==> config.mk <==
export PLATFORM = sky130hd
export DESIGN_NAME = bfsp_relax
export DESIGN_NICKNAME = d
export VERILOG_FILES = /design/src/design/bfsp_pkg.sv /design/src/design/bfsp_relax.sv
export SDC_FILE = /design/constraint.sdc
export NUM_CORES = 1
export LEC_CHECK = 0
export BUFFER_PORTS_ARGS = -buffer_cell sky130_fd_sc_hd__buf_4
export CAP_MARGIN = 20
export CORE_MARGIN = 10
export CORE_UTILIZATION = 50
export CTS_CLUSTER_DIAMETER = 150
export DETAILED_ROUTE_END_ITERATION = 6
export GPL_ROUTABILITY_DRIVEN = 0
export PLACE_DENSITY = 0.75
export SLEW_MARGIN = 0
export SYNTH_ARGS = -nofsm -noshare
export SYNTH_HDL_FRONTEND = slang
export SYNTH_SLANG_ARGS = --single-unit
==> constraint.sdc <==
create_clock -name i_clk -period 3.35 [get_ports i_clk]
set_input_delay 0.1675 -clock i_clk [delete_from_list [all_inputs] [get_ports i_clk]]
set_output_delay 0.1675 -clock i_clk [all_outputs]
set_load 0.02 [all_outputs]
==> src/design/bfsp_pkg.sv <==
`timescale 1ns / 1ps
`default_nettype none

package bfsp_pkg;

    localparam int NODE_W        = 5;
    localparam int WEIGHT_W      = 16;
    localparam int DIST_W        = 32;
    localparam int NODE_COUNT_W  = 6;
    localparam int CFG_IDX_W     = 1;
    localparam int CFG_DATA_W    = 6;

    localparam int DEF_MAX_NODES = 32;
    localparam int DEF_MAX_EDGES = 256;

    localparam logic [CFG_IDX_W-1:0] REG_NODE_COUNT  = 1'd0;
    localparam logic [CFG_IDX_W-1:0] REG_SOURCE_NODE = 1'd1;

    localparam logic [NODE_COUNT_W-1:0] NODE_COUNT_RST = 6'd5;
    localparam logic [NODE_W-1:0]       SOURCE_RST     = 5'd0;

    typedef logic signed [DIST_W-1:0] t_dist;

    typedef struct packed {
        logic [NODE_W-1:0]          tail;
        logic [NODE_W-1:0]          head;
        logic signed [WEIGHT_W-1:0] weight;
    } t_edge;

endpackage

`default_nettype wire

==> src/design/bfsp_relax.sv <==
`timescale 1ns / 1ps
`default_nettype none

module bfsp_relax (
    input  wire                                  i_clk,
    input  wire                                  i_load,
    input  wire bfsp_pkg::t_dist                 i_tail_dist,
    input  wire signed [bfsp_pkg::WEIGHT_W-1:0]  i_weight,
    input  wire bfsp_pkg::t_dist                 i_head_dist,
    input  wire                                  i_head_reached,
    output bfsp_pkg::t_dist                      o_cand,
    output logic                                 o_improve
);

    localparam int DW = bfsp_pkg::DIST_W;
    localparam int WW = bfsp_pkg::WEIGHT_W;

    localparam bfsp_pkg::t_dist DistMax = {1'b0, {(DW - 1){1'b1}}};
    localparam bfsp_pkg::t_dist DistMin = {1'b1, {(DW - 1){1'b0}}};

    logic [DW:0]     sum;
    bfsp_pkg::t_dist sat;
    bfsp_pkg::t_dist r_cand;
    bfsp_pkg::t_dist r_head_dist;
    logic            r_head_reached;

    // 33-bit sum, then clamp to the 32-bit signed range
    always_comb begin
        sum = {i_tail_dist[DW-1], i_tail_dist}
            + {{(DW + 1 - WW){i_weight[WW-1]}}, i_weight};
        if (sum[DW] != sum[DW-1]) begin
            sat = sum[DW] ? DistMin : DistMax;
        end else begin
            sat = bfsp_pkg::t_dist'(sum[DW-1:0]);
        end
    end

    always_ff @(posedge i_clk) begin
        if (i_load) begin
            r_cand         <= sat;
            r_head_dist    <= i_head_dist;
            r_head_reached <= i_head_reached;
        end
    end

    assign o_cand    = r_cand;
    assign o_improve = !r_head_reached || (r_cand < r_head_dist);

endmodule

`default_nettype wire

# Yosys cells after proc, flatten, opt, wreduce, memory -nomap -nowiden

Index checks and enable logic that the tools add are counted.

Bits of input ports: 83
Output and inout bits: 33
Word-level logic and storage cells: 10
Bits in registers: 65

Muxes and demuxes: 2
Equality and inequality tests: 1
Magnitude comparators: 1
$add $sub $neg: 1
Reduce and logical (&&, ||, !) cells: 2

Operators with widths:

| kind                        | number |
|---|---|
| 2-to-1 mux 32 bit           | 2 |
| adder 32 x 16 -> 33 bit     | 1 |
| less-than comparator 32 bit | 1 |
| zero test 1 bit             | 1 |
| logical OR 1 bit            | 1 |
| inequality test 1 bit       | 1 |

# Depth between registers and ports, before layout

Depth in word-level cells: 3
Depth in mapped cells: 12
Depth with buffers taken out: 11

# Worst setup path before layout

No wires, ideal clock.

Path kind: input -> register
From: input i_tail_dist[0]
To: register r_cand[11], in the netlist o_cand[11] (data pin)
Stages: 11
Library setup time: 0.265 ns
Arrival: 2.346 ns
Slack: 0.738 ns
Required time: 3.085 ns
Buffers on the path: 0
Path through: ha_1 -> inv_1 -> fa_1 -> nor2b_1 -> o31a_1 -> o311ai_4 -> a31oi_1 -> o2111ai_2 -> a21oi_2 -> or2_1 -> maj3_1

Longest elaborated chain between the ends: 3
Elaborated cells on any way between the ends: 4
Those cells by class: 1 x add/sub; 1 x eq/ne; 2 x mux

Ends and longest elaborated chain:

| element                                                           | RTL line                           | RTL |
|---|---|---|
| start: declaration                                                | bfsp_relax.sv:7                    | `input wire bfsp_pkg::t_dist i_tail_dist,` |
| adder 32 x 16 -> 33 bit (*)                                       | bfsp_relax.sv:30                   | `+ {{(DW + 1 - WW){i_weight[WW-1]}}, i_weight};` |
| 2-to-1 mux 32 bit / inequality test 1 bit (equally long branches) | bfsp_relax.sv:32, bfsp_relax.sv:31 |  |
| 2-to-1 mux 32 bit (*)                                             | bfsp_relax.sv:31                   | `if (sum[DW] != sum[DW-1]) begin` |
| net sat[11]                                                       | bfsp_relax.sv:22                   | `bfsp_pkg::t_dist sat;` |
| end signal: assignment                                            | bfsp_relax.sv:40                   | `r_cand <= sat;` |
| end: declaration                                                  | bfsp_relax.sv:23                   | `bfsp_pkg::t_dist r_cand;` |

The timed path passes the listed nets; every way through them passes the cells marked *.
A chain may end at the register's enable or synchronous reset.

# Worst setup path after layout

From: input i_weight[15] (netlist bit)
To: register r_cand[5], in the netlist o_cand[5] (data pin)

Longest elaborated chain between the ends: 3
Elaborated cells on any way between the ends: 4
Those cells by class: 1 x add/sub; 1 x eq/ne; 2 x mux

Ends and longest elaborated chain:

| element                                                           | RTL line                           | RTL |
|---|---|---|
| start: declaration                                                | bfsp_relax.sv:8                    | `input wire signed [bfsp_pkg::WEIGHT_W-1:0] i_weight,` |
| adder 32 x 16 -> 33 bit (*)                                       | bfsp_relax.sv:30                   |  |
| 2-to-1 mux 32 bit / inequality test 1 bit (equally long branches) | bfsp_relax.sv:32, bfsp_relax.sv:31 |  |
| 2-to-1 mux 32 bit (*)                                             | bfsp_relax.sv:31                   |  |
| net sat[5]                                                        | bfsp_relax.sv:22                   |  |

Marks and branches as above.

==> key figures <==
Finish
  – Layout Nets: 771
  – Layout cell share with drive strength beyond 1: 25.0%
  – Fillers: 785
  – Post-layout util: 65.9%
  – Area growth, synth to finish: 28.7%
  – Finished Layout Cells: 762
  – Antenna cells: 0
  – Finished Cell Area: 0.00641 sq mm

Global route
  – Vias in the first global route: 4,176
  – First-pass GRT wire length: 20.1 mm
  – Gr ovfl total: 0
  – Initial antenna violation count: 0
  – Largest net degree at the start of global routing: 66
  – All-layer global routing usage: 17.0%

Worst hold path
  – Hold endpoint: o_cand[0]
  – Hold_sp: i_weight[0]
  – Hold/Removal Path Class: in -> reg
  – WHS Path Cells: 4

Placed design
  – DP Wirelength: 9.94 mm
  – Placed cells: 713
  – # port buffers: 115
  – Post-place instance area: 0.00593 sq mm
  – DP Worst Slack: 0.352 ns

STA
  – Sum Neg Setup Slack: 0 ns
  – Post-layout min period: 2.72 ns
  – Period utilization: 81.1%
  – Fin. Hold Viols: 0
  – Slew Limit Fails: 0
  – Worst setup margin: 0.632 ns
  – F_max: 368 MHz
  – Slew @ Worst Pin: 0.801 ns
  – Final setup vio count: 0
  – Relative slew slack: 46.6%
  – Final Hold Slack: 0.294 ns
  – RSZ-0062 raised after global routing: no

Floorplanning
  – Starting Density: 51.2%
  – Chip width: 120 um
  – Row cnt: 36
  – Die area: 0.0144 sq mm
  – Chip height: 120 um
  – IO Count: 116
  – Area of the core: 0.00973 sq mm

Route
  – Routed Antenna Nets: 0
  – Routed vias/inst: 5.49
  – WL per Instance: 16.6 um
  – Drt pass-1 iters: 4
  – Vias: 4,181
  – Final wirelength: 12.6 mm
  – DRC viols: 0
  – Initial DRC count: 214

Synth
  – Synth Register Bits: 65
  – Distinct cells, synth: 65
  – Synth async-reset ratio: 0%
  – Post-synthesis cell area: 0.00498 sq mm
  – Syn avg cell area: 10.4 sq um
  – Syn Inst Count: 480
  – Seq/Total Area, Yosys: 39.2%
  – Yosys warns: 0
  – Post-synth EDFFs: 65
  – Ys flop type: edfxtp_1
  – Net Count, Synth: 627

Setup path
  – Critical path arrival: 2.79 ns
  – CP Class: in -> reg
  – CP required: 3.42 ns
  – Worst setup EP type: flop
  – Critical-path maximum fanout: 22
  – Startpoint types: primary input

Clock tree
  – Num CTS Buffers: 9
  – Clk buf depth: 2
  – H-tree Lvls: 3
  – Post-cts hold buffer count: 33
  – CTS sink cnt: 65
  – CTS tree: done
  – Postcts setup bufs: 0
  – Clock transition at path regs: 0.06 ns
  – Clock root buffer: clkbuf_8
  – PostCTS Resize Cnt: 0

Flow run
  – Max-cap viol count: 0

Power and ir drop
  – Maximum vdd drop: 0.204 mV
  – Static leakage: 2.85 nW
  – Post-route total power: 2.79 mW
  – PD cells: 436 mW/mm^2

Status
  – Outcome: complete, no violations
power breakdown:
group	leakage, nW	internal (mW)	total (mW)	switching [mW]
logic	2.14	0.515	1.14	0.622
registers	0.635	1.05	1.13	0.0739
clock network	0.0735	0.258	0.527	0.269
total	2.85	1.83	2.79	0.965
cells in the mapped netlist, drive strengths merged (2+ instances only):
| cell type | n | area, sq um |
|---|---|---|
| edfxtp | 65 | 1950 |
| ha | 63 | 788 |
| a21oi | 47 | 269 |
| inv | 45 | 169 |
| o21ai | 30 | 176 |
| nand2 | 26 | 97.6 |
| a21o | 25 | 188 |
| nor2 | 19 | 71.3 |
| xnor2 | 14 | 123 |
| xor2 | 11 | 96.3 |
| a211oi | 10 | 80.1 |
| nand4 | 10 | 62.6 |
| buf | 9 | 71.3 |
| nor3 | 9 | 55.1 |
| clkbuf | 8 | 30.0 |
| nand3 | 8 | 45.0 |
| o31ai | 8 | 65.1 |
| nor2b | 6 | 37.5 |
| o211ai | 6 | 45.0 |
| o21a | 6 | 45.0 |
| a31oi | 5 | 31.3 |
| a2111oi | 4 | 41.3 |
| a211o | 4 | 35.0 |
| o21bai | 4 | 30.0 |
| maj3 | 3 | 30.0 |
| or2 | 3 | 18.8 |
| a311oi | 2 | 17.5 |
| and2 | 2 | 12.5 |
| mux2i | 2 | 20.0 |
| nand2b | 2 | 12.5 |
| o2111ai | 2 | 23.8 |
| o311ai | 2 | 35.0 |
| o31a | 2 | 17.5 |
| o41ai | 2 | 32.5 |
flip-flops by register name (all words and copies together) (netlist names):
signal	cells
r_head_reached	1
r_head_dist	32
o_cand	32
layout make-up:
cell class,count,area (sq um),area share [%]
Inverter,45,169,2.64
Multi-Input combinational cell,353,2760,43.1
Sequential cell,65,1950,30.5
Tap cell,133,166,2.60
Clock buffer,11,131,2.05
Clock inverter,5,22.5,0.351
Timing Repair Buffer,150,1210,18.9
critical path, stage by stage:
cell and delay [ns]:
buf_4 0.18, ha_1 0.41, a211oi_2 0.30, o21ai_1 0.11
a21o_1 0.24, a2111oi_0 0.49, a211o_1 0.21, nor3b_4 0.08
nor3_2 0.17, buf_4 0.29, o21ai_0 0.13
cells in the final DEF, fill, tap and decap left out, types with 3 or more instances in the layout:
cell           synthesis  final
a21oi_2                9      9
nand4_1               10     10
buf_4                  1    117
ha_1                  63     63
clkbuf_8               0      9
o21ai_0               22     22
o21bai_1               4      4
o21ai_2                4      4
a21oi_1               38     38
a211oi_1               9      9
o21a_1                 6      6
inv_1                 45     45
o21ai_1                3      3
xor2_1                11     11
clkinv_1               0      4
a31oi_1                5      5
maj3_1                 3      3
nand3_1                7      7
edfxtp_1              65     65
nor3_1                 7      7
a2111oi_0              3      3
xnor2_1               14     14
o31ai_1                7      7
dlygate4sd3_1          0     33
nand2_1               26     26
nor2_1                19     19
nor2b_1                6      6
a211o_1                4      4
o211ai_1               6      6
a21o_1                25     25
metal layers:
| metal | GRT usage, % | up-vias | share of wire [%] |
|---|---|---|---|
| met3 | 2.53 | 10 | 3.6 |
| met1 | 21.7 | 1954 | 46 |
| met5 | 0 | - | 0 |
| met2 | 28.5 | 110 | 49 |
| li1 | - | 2107 | - |
| met4 | 6.26 | 0 | 1.1 |
logic make-up after synthesis:
| family | synth area share [%] |
|---|---|
| AOI/OAI and AO/OA | 24.7 |
| xor gates and xnor gates | 4.39 |
| adders and majority gates | 16.8 |
| buffers and inverters | 5.42 |
| DFF | 39.2 |
| muxes | 0.402 |
| and+or+nand+nor | 9.04 |
worst max path at each step:
stage | from | endpoint | cells after the start
3_3_place_gp | i_tail_dist[0] | o_cand[12] | 12
4_1_cts | i_tail_dist[0] | o_cand[14] | 13
5_1_grt | i_tail_dist[0] | o_cand[28] | 12
3_5_place_dp | i_tail_dist[0] | o_cand[12] | 12
6_report | i_weight[15] | o_cand[5] | 11
2_1_floorplan | i_tail_dist[0] | o_cand[11] | 11
(Power assumes the default switching activity.)
